`src/sv/tdc_ram.sv`:
```
// Generic simple dual-port RAM with registered read.
`timescale 1ns / 1ps
`default_nettype none
module tdc_ram #(
    parameter int WIDTH = 8,
    parameter int DEPTH = 16
) (
    input  wire logic                     i_clk,
    input  wire logic                     i_we,
    input  wire logic [$clog2(DEPTH)-1:0] i_waddr,
    input  wire logic [WIDTH-1:0]         i_wdata,
    input  wire logic                     i_re,
    input  wire logic [$clog2(DEPTH)-1:0] i_raddr,
    output logic      [WIDTH-1:0]         o_rdata
);

    logic [WIDTH-1:0] r_mem [DEPTH];
    logic [WIDTH-1:0] r_rdata;

    always_ff @(posedge i_clk) begin
        if (i_we) begin
            r_mem[i_waddr] <= i_wdata;
        end
        if (i_re) begin
            r_rdata <= r_mem[i_raddr];
        end
    end

    assign o_rdata = r_rdata;

endmodule
`default_nettype wire

```
`config.mk`:
```
export PLATFORM = sky130hd
export DESIGN_NAME = tdc_ram
export DESIGN_NICKNAME = d
export VERILOG_FILES = /design/src/sv/tdc_ram.sv
export SDC_FILE = /design/constraint.sdc
export NUM_CORES = 1
export LEC_CHECK = 0
export BUFFER_PORTS_ARGS = -buffer_cell sky130_fd_sc_hd__buf_4
export CAP_MARGIN = 20
export CELL_PAD_IN_SITES_DETAIL_PLACEMENT = 2
export CELL_PAD_IN_SITES_GLOBAL_PLACEMENT = 2
export CORE_MARGIN = 2
export CORE_UTILIZATION = 43
export DETAILED_ROUTE_END_ITERATION = 16
export GPL_TIMING_DRIVEN = 0
export PLACE_DENSITY_LB_ADDON = 0.1
export REMOVE_ABC_BUFFERS = 1
export SYNTH_ARGS = -nofsm -noshare
export SYNTH_HDL_FRONTEND = slang
export SYNTH_SLANG_ARGS = --single-unit
```
`constraint.sdc`:
```
create_clock -name i_clk -period 2 [get_ports i_clk]
set_clock_uncertainty 0.15 [all_clocks]
set_input_delay 0.4 -clock i_clk [delete_from_list [all_inputs] [get_ports i_clk]]
set_output_delay 0.4 -clock i_clk [all_outputs]
set_load 0.01 [all_outputs]
```
# Word level (Yosys, flattened, before mapping)
# Memories as Yosys holds them, arrays and structs flattened. A register that Yosys moved wholly into a read port is not among the register bits.
# Cells that the tools add are included.
# word_totals
ram_bits,128
output_inout_bits,8
romBits,0
latchBits,0
reg_bits,0
elab_cells,3
memories,1
# memory_table
name,words,word_bits,rd,rd_clocked_by_memory_dff,write_ports,line_no,rtl
r_mem,16,8,1,1,1,17,logic [WIDTH-1:0] r_mem [DEPTH];
# op_classes
mul,0
n_shift,0
n_addsub,0
order_cmp,0
div,0
bitwise,0
n_mux,2
n_reduce_logical,0
eq_ne,0
# op_table
op,n
$mux 1,2

# Longest topological paths before layout
# logic_depth
depth_word,2
ltp_mapped,5
ltp_nobuf,3

# Worst setup path after synthesis
# No wires, ideal clock.
# synth_path
path_type,input-to-reg
from,input i_waddr[2]
to,"memory r_mem[0][0], enable pin"
path_stages,2
path_slack_ps,-43
required_time_ps,1467
setup_ps,383
arrival_ps,1510
path_cell_list,or3b_2 -> nor3_1
# synth_rtl
element,line_no,rtl
from (decl),10,"input wire logic [$clog2(DEPTH)-1:0] i_waddr,"
to (decl),17,
# No word-level cell before the write port.

# Worst setup path after layout
# layout_path
from,input i_waddr[2]
to,"memory r_mem[3][5], enable pin"
# No word-level cell before the write port.

==> results.yml <==
timing:
  hold_viol: 0
  max_slew_margin_pct: 35.89
  hold_ws_ns: 0.1226
  rsz0062_at_grt: "no"
  setup_ws_ns: 0.1154
  slew_viol_final: 0
  final-setup-viol-count: 0
  worst_pin_slew_ns: 0.9581
  finalSetupTns_ns: 0
  fmax_mhz: 530.6
  fin_crit_sh_pct: 94.23
  fin_crit_ns: 1.885
global_route:
  grt-ovfl-total: 0
  grt_usage_pct: 19.61
  antenna_found_initial: 0
  grt_pass1_wl_mm: 17.44
  grt_pass1_vias: 2668
  grt_max_degree: 33
setup_path:
  required_ns: 1.89
  crit_chain: "buf_4, or3b_2, nor2_1"
  worst-setup-path-type: "primary input to register"
  critPathTopFamily: "simple AND/OR/NAND/NOR gates"
  arrival_ns: 1.78
  crit_path_start_kind: "primary input"
  cp_max_fo: 8
  endpoint_kind: "register"
  slowest_stage: "nor2_1"
  critPathMaxStageDelay_ns: 0.73
  crit_buf_inv: 1
route:
  post_drt_wl_per_cell_um: 27.31
  drtIter0Drc: 211
  via_per_inst: 5.728
  via_count: 2423
  routed_wl_mm: 11.55
  postRouteAntennaNets: 0
  firstDrtPassIters: 4
  drc_errors: 0
power_and_ir_drop:
  vdd_drop_max_mv: 0.6393
  power_density_mw_per_mm2: 1073
  p_leak_nw: 2.016
  finalPower_mw: 6.571
logic_synthesis:
  syn_avg_cell_area_um2: 22.83
  synth_top_family_by_area: "multiplexers"
  synth_area_mm2: 0.005228
  yosys.area_share.xor_xnor_pct: 0
  ys_ff_latch: 136
  synth_fa_ha_area_share_pct: 0
  ys_warn_count: 0
  synth.distinct_cells: 18
  syn-instance-count: 229
  synth_compound_area_share_pct: 2.298
  yosysSeqAreaShare_pct: 78.12
  synth.area.mux_share_pct: 14.79
  yosys.area_share.simple_pct: 3.135
floorplan:
  core_area_mm2: 0.01196
  io_pins: 27
  num_rows: 40
  die_x_um: 114.3
  fp.dieArea_mm2: 0.01306
  start_util_pct: 43.70
  die_h_um: 114.3
clock_tree:
  clockRootBuffer: "clkbuf_16"
  numCtsBuffers: 17
  cts.clk_slew.worst_paths_ns: 0.05
  clockBufferDepth: 2
  clkLatencyLatePin_ns: 0.42
  tritoncts: "yes"
  numClockSinks: 136
  htreeDepth: 4
min_path:
  min_path_type: "primary input to register"
layout:
  fin_util_pct: 51.18
  syn2layout_area_growth_pct: 17.11
  layout-drive-gt1-share_pct: 27.17
  final-instance-count-excl-fill: 423
  fin_nets: 284
  fill_cells: 1019
  num_antenna_cells: 0
  design_area_mm2: 0.006122
placement:
  hpwlAfterDp_mm: 7.274
  placed_area_mm2: 0.005540
  dpl.cell_count: 392
  globalplace.congestion: 0.6681
  place_worst_setup_slack_ns: -0.5183
  io_buffers: 26
status:
  status: "finished, final reports clean"
run:
  max_cap_violations: 0
-- worst register-to-register path: cells and delay by family (launching register included) --
family	cells	cell delay, ns
flops	1	0.36
compound gates	1	0.31
simple gates	1	0.15
mux	1	0.50
-- registers in the layout, summed over array words and instances, names as in the netlist --
| register | cells |
|---|---|
| o_rdata | 8 |
| r_mem | 128 |
-- report_power, final --
part           internal [mW]  switching [mW]
Combinational          0.130           0.182
Sequential              3.21          0.0177
Clock                   1.92            1.11
-- layout make-up --
cell class | count | area [µm²] | share of cell area (%)
clock buffer | 18 | 429.2 | 7.010
clock inverter | 12 | 135.1 | 2.207
multi-input combinational | 83 | 1077 | 17.60
sequential | 136 | 4084 | 66.71
tap | 147 | 183.9 | 3.004
timing repair buffer | 27 | 212.7 | 3.474
-- worst paths after layout --
path                             startpoint           to  cells after the start  slack, ns
worst min register to register  r_mem[6][7]   o_rdata[7]                      3       0.62
worst min-delay path                   i_re   o_rdata[7]                      1       0.12
worst max register to register  r_mem[8][3]   o_rdata[3]                      3       0.26
worst max-delay path             i_waddr[2]  r_mem[3][5]                      3       0.12
-- per-layer routing --
metal	vias to the layer above	global-route usage, %	wire [µm]
met4	0	7.805	195
met5	-	0	0
li1	1054	-	-
met3	15	4.394	328
met2	49	31.11	5670
met1	1305	26.67	5358
-- repair_timing --
item	4_1_cts	5_1_grt
buffers inserted	0	0
resized for setup	1	1
hold buffers	0	0
endpoints found under the setup margin	2	1
-- kinds of logic after synthesis --
group	Yosys count
and+or+nand+nor	35
AOI/OAI and AO/OA	16
muxes	32
buffers and inverters	10
DFF	136
-- synth_stat cells --
cell / number / area share, %
or3b_2: 1 / 0.17
buf_4: 1 / 0.14
edfxtp_1: 136 / 78
a22oi_1: 16 / 2.3
nor3_1: 4 / 0.38
and2_1: 1 / 0.12
clkdlybuf4s25_2: 3 / 0.57
nor2b_1: 1 / 0.12
nand2b_1: 2 / 0.24
mux4_1: 14 / 7.0
nand3_1: 1 / 0.096
buf_2: 3 / 0.29
nand2_1: 9 / 0.65
nor2_1: 13 / 0.93
buf_6: 3 / 0.65
nand3b_1: 2 / 0.29
mux4_2: 18 / 7.8
and2b_1: 1 / 0.14
-- placed cells by master (no fill, tap or decap), drive strengths merged, types with 3 or more instances in the layout --
master	synthesis	layout
nor2	13	13
edfxtp	136	136
nand2	9	9
clkbuf	0	19
buf	7	26
a22oi	16	16
nor3	4	4
bufinv	0	3
clkinv	0	7
mux4	32	32
No activity file was read; power rests on OpenSTA's default activity.
