**src/sv/tdc_pkg.sv**
```systemverilog
// Shared types and constants for the TTL dedup cache.
`timescale 1ns / 1ps
`default_nettype none
package tdc_pkg;

    localparam int SLOTS    = 64;
    localparam int SLOT_W   = $clog2(SLOTS);
    localparam int KEY_W    = 64;
    localparam int HANDLE_W = 32;
    localparam int COST_W   = 32;
    localparam int TIME_W   = 32;
    localparam int TTL_W    = 16;
    localparam int EXP_W    = TIME_W + 1;

    localparam logic [TTL_W-1:0] DEFAULT_TTL_RST = TTL_W'(60);

    localparam logic [1:0] OP_LOOKUP = 2'd0;
    localparam logic [1:0] OP_INSERT = 2'd1;
    localparam logic [1:0] OP_CLEAR  = 2'd2;

    typedef enum logic [1:0] {
        ST_IDLE,
        ST_SCAN,
        ST_FIN
    } t_state;

    typedef enum logic [1:0] {
        MD_NONE,
        MD_LOOKUP,
        MD_INSERT
    } t_mode;

    typedef struct packed {
        logic [KEY_W-1:0]    key;
        logic [HANDLE_W-1:0] handle;
        logic [COST_W-1:0]   cost;
        logic [EXP_W-1:0]    expiry;
    } t_entry;

    typedef struct packed {
        logic                found;
        logic                found_live;
        logic [SLOT_W-1:0]   found_idx;
        logic [HANDLE_W-1:0] handle;
        logic [COST_W-1:0]   cost;
        logic                vac_found;
        logic [SLOT_W-1:0]   vac_idx;
        logic [SLOT_W-1:0]   soon_idx;
    } t_scan_res;

endpackage
`default_nettype wire

```
**src/sv/tdc_scan.sv**
```systemverilog
// Scan accumulator: first key match, first vacant slot, soonest-expiring live slot.
`timescale 1ns / 1ps
`default_nettype none
module tdc_scan (
    input  wire logic                        i_clk,
    input  wire logic                        i_rst_n,
    input  wire logic                        i_start,
    input  wire logic                        i_vld,
    input  wire logic [tdc_pkg::SLOT_W-1:0]  i_idx,
    input  wire logic                        i_slot_valid,
    input  wire tdc_pkg::t_entry             i_entry,
    input  wire logic [tdc_pkg::KEY_W-1:0]   i_key,
    input  wire logic [tdc_pkg::TIME_W-1:0]  i_now,
    output tdc_pkg::t_scan_res               o_res
);

    tdc_pkg::t_scan_res              r_res, n_res;
    logic                            r_soon_found, n_soon_found;
    logic [tdc_pkg::EXP_W-1:0]       r_soon_exp, n_soon_exp;
    logic                            w_live;
    logic                            w_match;

    assign w_live  = i_entry.expiry > {1'b0, i_now};
    assign w_match = i_slot_valid && (i_entry.key == i_key);

    always_comb begin
        n_res        = r_res;
        n_soon_found = r_soon_found;
        n_soon_exp   = r_soon_exp;
        if (i_start) begin
            n_res        = '0;
            n_soon_found = 1'b0;
            n_soon_exp   = r_soon_exp;
        end else if (i_vld) begin
            // keep only the first matching slot
            if (w_match && !r_res.found) begin
                n_res.found      = 1'b1;
                n_res.found_live = w_live;
                n_res.found_idx  = i_idx;
                n_res.handle     = i_entry.handle;
                n_res.cost       = i_entry.cost;
            end
            if (!i_slot_valid || !w_live) begin
                if (!r_res.vac_found) begin
                    n_res.vac_found = 1'b1;
                    n_res.vac_idx   = i_idx;
                end
            end else if (!r_soon_found || (i_entry.expiry < r_soon_exp)) begin
                n_soon_found   = 1'b1;
                n_soon_exp     = i_entry.expiry;
                n_res.soon_idx = i_idx;
            end
        end
    end

    always_ff @(posedge i_clk) begin
        if (!i_rst_n) begin
            r_res        <= '0;
            r_soon_found <= 1'b0;
        end else begin
            r_res        <= n_res;
            r_soon_found <= n_soon_found;
        end
        r_soon_exp <= n_soon_exp;
    end

    assign o_res = r_res;

endmodule
`default_nettype wire

```
**config.mk**
```make
export PLATFORM = sky130hd
export DESIGN_NAME = tdc_scan
export DESIGN_NICKNAME = d
export VERILOG_FILES = /design/src/sv/tdc_pkg.sv /design/src/sv/tdc_scan.sv
export SDC_FILE = /design/constraint.sdc
export NUM_CORES = 1
export LEC_CHECK = 0
export BUFFER_PORTS_ARGS = -buffer_cell sky130_fd_sc_hd__buf_2
export CORE_AREA = 3 3 137 139
export CTS_CLUSTER_SIZE = 10
export DETAILED_ROUTE_END_ITERATION = 10
export DIE_AREA = 0 0 140 142
export GPL_ROUTABILITY_DRIVEN = 0
export GPL_TIMING_DRIVEN = 0
export PLACE_DENSITY_LB_ADDON = 0.3
export SETUP_SLACK_MARGIN = 0.05
export SYNTH_ARGS = -nofsm -noshare
export SYNTH_HDL_FRONTEND = slang
export SYNTH_SLANG_ARGS = --single-unit
```
**constraint.sdc**
```tcl
create_clock -name i_clk -period 4.85 [get_ports i_clk]
set_input_delay 0.2425 -clock i_clk [delete_from_list [all_inputs] [get_ports i_clk]]
set_output_delay 0.2425 -clock i_clk [all_outputs]
set_load 0.02 [all_outputs]
```
# Word-level counts from Yosys, hierarchy flattened
# Cells that the tools add are included.
[totals] register_bits=119 latchBits=0 ramBits=0 mem_bits_ro=0 inputBits=268 elab_cells=31 n_memories=0
[classes] addsub=0 mul=0 n_div=0 n_lt_le_gt_ge=2 eq_ne=1 shift=0 mux=0 bitwise_logic=4 reduce_logical=14
[op_table] op="== test 64 bit" count=1
[op_table] op="> comparator 33 x 32 -> 1 bit" count=1
[op_table] op="< comparator 33 bit" count=1
[op_table] op="AND reduction 3 bit" count=2
[op_table] op="logical NOT 1 bit" count=4
[op_table] op="inverter 1 bit" count=4
[op_table] op="AND reduction 2 bit" count=2
[op_table] op="AND reduction 4 bit" count=1
[op_table] op="logical AND 1 bit" count=2
[op_table] op="logical OR 1 bit" count=2
[op_table] op="OR reduction 2 bit" count=1

# Longest topological paths before layout
# Gate-level depths: netlist (run 1).
[logic_depth] word_depth=5 depth_mapped=10 depth_no_buf=9

# Worst setup path before layout (run 1)
# OpenSTA, ideal clock, no wires.
[synth_timing] kind="in2reg" start="input port i_now[31] (netlist bit)" end="register r_soon_exp[0] (netlist bit) (enable)" setup_time_ns=0.391 t_arrival_ns=2.922 required_time_ns=4.459 slack_ns=1.538 stages=10 cell_sequence="inv_1 ha_1 nand4_1 or4_4 o41ai_2 nor3_1 a21oi_2 nor3b_2 buf_6 and2b_1"
[synth_via] elab_chain_cells=5
[synth_lines] element="start, declared" line="tdc_scan.sv:13" text="input wire logic [tdc_pkg::TIME_W-1:0] i_now,"
[synth_lines] element="> comparator 33 x 32 -> 1 bit" line="tdc_scan.sv:23" text="assign w_live = i_entry.expiry > {1'b0, i_now};"
[synth_lines] element="logical NOT 1 bit" line="tdc_scan.sv:43" text="if (!i_slot_valid || !w_live) begin"
[synth_lines] element="logical OR 1 bit" line="tdc_scan.sv:43"
[synth_lines] element="inverter 1 bit (no source line)"
[synth_lines] element="AND reduction 4 bit (no source line)"
[synth_lines] element="end signal, assigned" line="tdc_scan.sv:64" text="r_soon_exp <= n_soon_exp;"
[synth_lines] element="end, declared" line="tdc_scan.sv:19" text="logic [tdc_pkg::EXP_W-1:0] r_soon_exp, n_soon_exp;"
# No other way between the ends.
# A chain may end at the register's enable or synchronous reset.

# Worst setup path after layout (run 1)
[layout_timing] start="register r_soon_exp[27] (netlist bit)" end="register r_soon_exp[30] (netlist bit) (enable)"
[layout_via] elab_chain_cells=3
[layout_lines] element="< comparator 33 bit" line="tdc_scan.sv:48" text="end else if (!r_soon_found || (i_entry.expiry < r_soon_exp)) begin"
[layout_lines] element="logical OR 1 bit" line="tdc_scan.sv:48"
[layout_lines] element="AND reduction 4 bit (no source line)"
# No other way between the ends.

==> results.toml, run 1 <==
[clock_network]
clk_latency_ns = 0.41
clk_pin_slew_ns = 0.06
cts_buffers = 17
cts_tree = "yes"
postCtsSetupBuffers = 0
ctsRootBufferMaster = "clkbuf_16"
cts_resized = 0
cts.hold.buffers_added = 0
htreeDepth = 4
clk_path_buf_depth = 2
cts_num_sinks = 119

[routing]
drtPass1Iterations = 4
route.detailed.drc = 0
viasPerCell = 4.65
vias = 5854
drt-total-wl_um = 19500
antenna_left = 0
detail_route.wl_per_cell_um = 15.5
drtIter0Drc = 156

[timing]
slew_headroom_pct = 53.7
fmaxAchievable_mhz = 287
worst_hold_slack_ns = 0.0484
finalHoldViolCount = 0
slew_viol_final = 0
fin_ws_ns = 1.36
finalClockSkew_ns = 0.0121
finalSetupTns_ns = 0
fin_crit_sh_pct = 72.0
tightest_slew_ns = 0.694
rsz0062_at_grt = "false"
min_period_ns = 3.49
setup_viol = 0

[setup_path]
path_max_fanout = 21
worstSetupPathType = "flop to flop"
endpoint_kind = "flop"
critPathLaunchType = "flop"
required_ns = 4.96
cp.arrival_ns = 3.60

[place]
portBuffers = 352
pre_cts_ws_ns = 1.19
placed_cells = 1225
detailedPlacementHpwl_um = 16100

[floorplan]
fp.dieH_um = 142
io_pins = 353
core_area_mm2 = 0.0178
rows = 49
dieArea_mm2 = 0.0199
start_util_pct = 36.3
die_x_um = 140

[pwr]
finalPower_w = 0.00265
power.internal_w = 0.00202
netSwitchingFraction_pct = 23.7
power_switching_w = 0.000627
ir_worst_vdd_mv = 0.258
clkPwrFrac_pct = 48.5
power_density_mw_per_mm2 = 290
power_frac_comb_pct = 12.3
p_leak_nw = 5.02
sequentialPowerShare_pct = 39.1

[grt]
grt_pass1_wl_um = 29900
grt_pass1_vias = 5844
grt_start_max_net_pins = 22
grt_use_total_pct = 19.0
antenna_found_initial = 1
gr-total-overflow = 0

[synth]
avgSynthCellArea_um2 = 10.0
synth_cell_types = 55
syn_area_mm2 = 0.00645
ys_seq_area_share_pct = 42.1
synth_warnings = 0
synthCells = 643
synth-seq-cells = 119
synthFlopType = "dfxtp_1"
synth-edff-count = 33
async_reset_ff_share_pct = 0
synth_nets = 975

[cells_and_area]
final_cells = 1258
final_layout_size_suffix_gt1_share_pct = 39.2
nets = 1347
area_growth_pct = 41.6

[hold_path]
hp-class = "primary input to flop"

[job]
maxCapViolations = 0

[outcome]
status = "finished, final reports clean"
## layer usage
| layer | share of wire (%) | GRT usage [%] | vias to the layer above |
|---|---|---|---|
| met4 | 1.7 | 6.02 | 0 |
| met5 | 0 | 0 | - |
| met1 | 43 | 24.1 | 2656 |
| li1 | - | - | 2962 |
| met3 | 8.5 | 6.75 | 21 |
| met2 | 47 | 30.5 | 215 |
## final cells by class
class | count | area, µm²
inverter | 72 | 270
fill | 1710 | 8650
timing repair buffer | 353 | 1790
antenna | 1 | 2.50
sequential | 119 | 2710
multi-input combinational | 432 | 3350
buffer | 20 | 110
clock buffer | 22 | 487
clock inverter | 10 | 118
tap | 229 | 287
## per-stage QoR
| step | util [%] | area [µm²] |
|---|---|---|
| detailed placement | 47.9 | 8520 |
| CTS | 51.3 | 9130 |
| global placement | 47.8 | 8500 |
| global route | 51.4 | 9130 |
| floorplan | - | 6450 |
| finish | 51.4 | 9130 |
## cells in the final DEF, fill, tap and decap left out, types with 3 or more instances in the layout
master and instances:
inv_1 72, edfxtp_1 33, nand2_1 27, nor2_1 77
nand3_1 8, o21a_1 5, mux2i_1 83, o21ai_0 7
clkinv_4 3, dfxtp_1 86, nor4_1 10, xnor2_1 33
a21oi_1 24, nand4_1 17, a21o_1 7, clkbuf_1 10
xor2_1 27, clkbuf_16 19, buf_2 360, ha_1 64
nor3_1 5
## kinds of logic (layout without fill, tap and decap cells)
logic type	after synthesis	count (layout)	synth area share, %
flip-flops	119	119	42.1
AND/OR/NAND/NOR	162	162	12.0
multiplexers	83	83	12.9
adder cells (fa/ha/maj)	64	64	12.4
buffers and inverters	92	477	5.90
AO/OA/AOI/OAI	63	63	6.56
other	0	1	0
XOR/XNOR	60	60	8.15
## final timing paths
check	startpoint	end	slack, ns	cells after the start
max	r_soon_exp[27]$_DFFE_PP_	r_soon_exp[30]$_DFFE_PP_	1.36	11
min	i_entry[14]	r_soon_exp[14]$_DFFE_PP_	0.05	1
max reg2reg	r_soon_exp[27]$_DFFE_PP_	r_soon_exp[30]$_DFFE_PP_	1.36	11
min reg2reg	o_res[11]$_SDFFE_PP0P_	o_res[11]$_SDFFE_PP0P_	0.45	2
## Yosys cell counts (all sizes together) (7+ instances only)
cell / count / area, µm²
nand3: 9 / 57.6
xnor2: 33 / 289
clkbuf: 7 / 26.3
xor2: 27 / 236
edfxtp: 33 / 991
o21ai: 9 / 48.8
a21o: 8 / 61.3
nor4: 10 / 62.6
inv: 72 / 270
nand2: 27 / 101
nor2: 77 / 289
nand4: 18 / 119
buf: 12 / 73.8
mux2i: 83 / 831
dfxtp: 86 / 1720
a21oi: 25 / 129
ha: 64 / 801
## state kept, by name, indices dropped and copies added, names as in the netlist
signal and flops:
o_res 85, r_soon_exp 33, r_soon_found 1
## critical path, cell delays in order, from the launching register on
cell and delay, ns:
edfxtp_1 0.35, inv_1 0.06, ha_1 0.23, a21o_1 0.18, a221oi_1 0.28, o21ai_1 0.14
a2111oi_0 0.53, a31oi_2 0.21, nor3b_2 0.21, buf_6 0.16, and2b_1 0.58, buf_16 0.25
## power by group through the flow
stage | sequential [W] | combinational, W | clock (W)
6_report | 0.00104 | 0.000327 | 0.00128
3_3_place_gp | 0.00106 | 0.000320 | 0
4_1_cts | 0.00104 | 0.000330 | 0.00131
2_1_floorplan | 0.00106 | 0.000154 | 0
3_5_place_dp | 0.00106 | 0.000327 | 0
5_1_grt | 0.00104 | 0.000369 | 0.00136
Power figures use the tool's default switching activity.
==> run 2, diff against run 1 <==
CORE_AREA = 3 3 138 140   (was 3 3 137 139)
DIE_AREA = 0 0 141 143   (was 0 0 140 142)
clock period = 3 ns   (was 4.85 ns; I/O delays follow)
==> results.toml, run 2 (synthesized netlist as in run 1, its figures left out) <==
[job]
maxCapViolations = 0

[routing]
drtIter0Drc = 163
route.detailed.drc = 0
drt-total-wl_um = 21500
wl_met3_um = 1550
detail_route.wl_per_cell_um = 15.8
viasPerCell = 4.66
drtPass1Iterations = 4
antenna_left = 0
wl_met2_um = 10400
vias = 6368
highest_layer = "met4"
met1_length_um = 8920

[clock_network]
cts_num_sinks = 119
htreeDepth = 4
clk_latency_ns = 0.41
ctsRootBufferMaster = "clkbuf_16"
cts_buffers = 17
clk_pin_slew_ns = 0.06
cts_tree = "yes"
clk_path_buf_depth = 2

[grt]
grt_pass1_wl_um = 32000
gr-total-overflow = 0
grt_pass1_vias = 6339
antenna_found_initial = 2
grt_use_total_pct = 20.2
grt_start_max_net_pins = 18

[floorplan]
rows = 49
fp.dieH_um = 143
dieArea_mm2 = 0.0202
die_x_um = 141
core_area_mm2 = 0.0180
io_pins = 353
start_util_pct = 35.9

[setup_path]
cp.arrival_ns = 2.92
required_ns = 3.11
worstSetupPathType = "flop to flop"
path_max_fanout = 17
rrSetupSlack_ns = 0.19
critPathLaunchType = "flop"
endpoint_kind = "flop"

[cells_and_area]
largest_reg_flops = 85
nets = 1454
final_layout_size_suffix_gt1_share_pct = 36.6
fin_area_mm2 = 0.0102
layout_commonest_cell = "buf_2"
area_growth_pct = 58.2
layout_common_cells = "buf_2, dlygate4sd3_1, dfxtp_1"
utilization_pct = 56.8

[timing]
finalClockSkew_ns = 0.00865
min_period_ns = 2.81
fmaxAchievable_mhz = 356
setup_viol = 0
slew_headroom_pct = 60.2
fin_crit_sh_pct = 93.5
rsz0062_at_grt = "false"
finalHoldViolCount = 0
tightest_slew_ns = 0.597
slew_viol_final = 0

[place]
detailedPlacementHpwl_um = 16500
portBuffers = 352
dpl_cell_area_mm2 = 0.00850

[pwr]
p_leak_nw = 5.47
power_density_mw_per_mm2 = 430
ir_worst_vdd_mv = 0.317

[outcome]
status = "finished, final reports clean"

[hold_path]
hp-class = "primary input to flop"
## run 2: cell types whose count changed in the layout (fill, tap and decap cells not counted), sizes merged
cell,delta
diode,+1
inv,+2
and2b,+2
dlygate4sd3,+101
clkbuf,-2
buf,+4
## run 2: worst max-delay path: stages, from the launching register on
cell,delay [ns]
edfxtp_1,0.35
inv_1,0.06
ha_1,0.23
a21o_1,0.20
a221oi_2,0.29
o21ai_2,0.11
a2111oi_2,0.38
a31oi_2,0.15
nor3b_2,0.25
buf_6,0.15
and2b_4,0.16
buf_12,0.16
## run 2: power by group
group | internal (W) | switching [W] | total [W]
registers | 0.00167 | 0.00000537 | 0.00168
logic | 0.000368 | 0.000290 | 0.000658
clock network | 0.00128 | 0.000770 | 0.00205
## run 2: final cells by class
class                   count  area, µm²
inverters                  72        270
diodes                      2       5.00
plain buffers              20        110
flip-flops and latches    119       2710
well taps                 229        287
multi-input cells         434       3390
clock buffers              20        457
fillers                  1583       7760
repair buffers            458       2820
clock inverters            12        143
## run 2: worst paths after layout
path                                                from                        end  cells past startpoint
worst max-delay path            r_soon_exp[27]$_DFFE_PP_    r_soon_exp[5]$_DFFE_PP_                     11
worst min-delay path                               i_vld  r_soon_found$_SDFFE_PP0P_                      3
worst max register to register  r_soon_exp[27]$_DFFE_PP_    r_soon_exp[5]$_DFFE_PP_                     11
worst min register to register     o_res[0]$_SDFFE_PP0P_      o_res[0]$_SDFFE_PP0P_                      2
## run 2: stage by stage
step                setup TNS [ns]  instances  setup slack [ns]  power [W]  hold WS, ns
finish                           0       1366             0.194    0.00438       0.0164
global route                     0       1366            0.0509    0.00457       0.0478
CTS                              0       1359            0.0758    0.00440      0.00555
detailed placement          -13.48       1224            -0.412    0.00224        0.367
global placement            -11.92       1224            -0.364    0.00223        0.370
floorplan                        0        643             0.180    0.00196        0.249
## run 2: per-layer routing
| layer | vias to the layer above | GRT usage, % |
|---|---|---|
| li1 | 3180 | - |
| met1 | 2892 | 24.4 |
| met2 | 256 | 33.7 |
| met3 | 40 | 5.83 |
| met4 | 0 | 8.72 |
| met5 | - | 0 |
## run 2: repair_timing
item | CTS | global route
pin swaps | 0 | 3
cloned | 1 | 1
setup endpoints to repair | 33 | 33
endpoints found under the hold margin | 101 | 0
hold buffers | 101 | 0
setup buffers | 1 | 4
resized for setup | 4 | 3
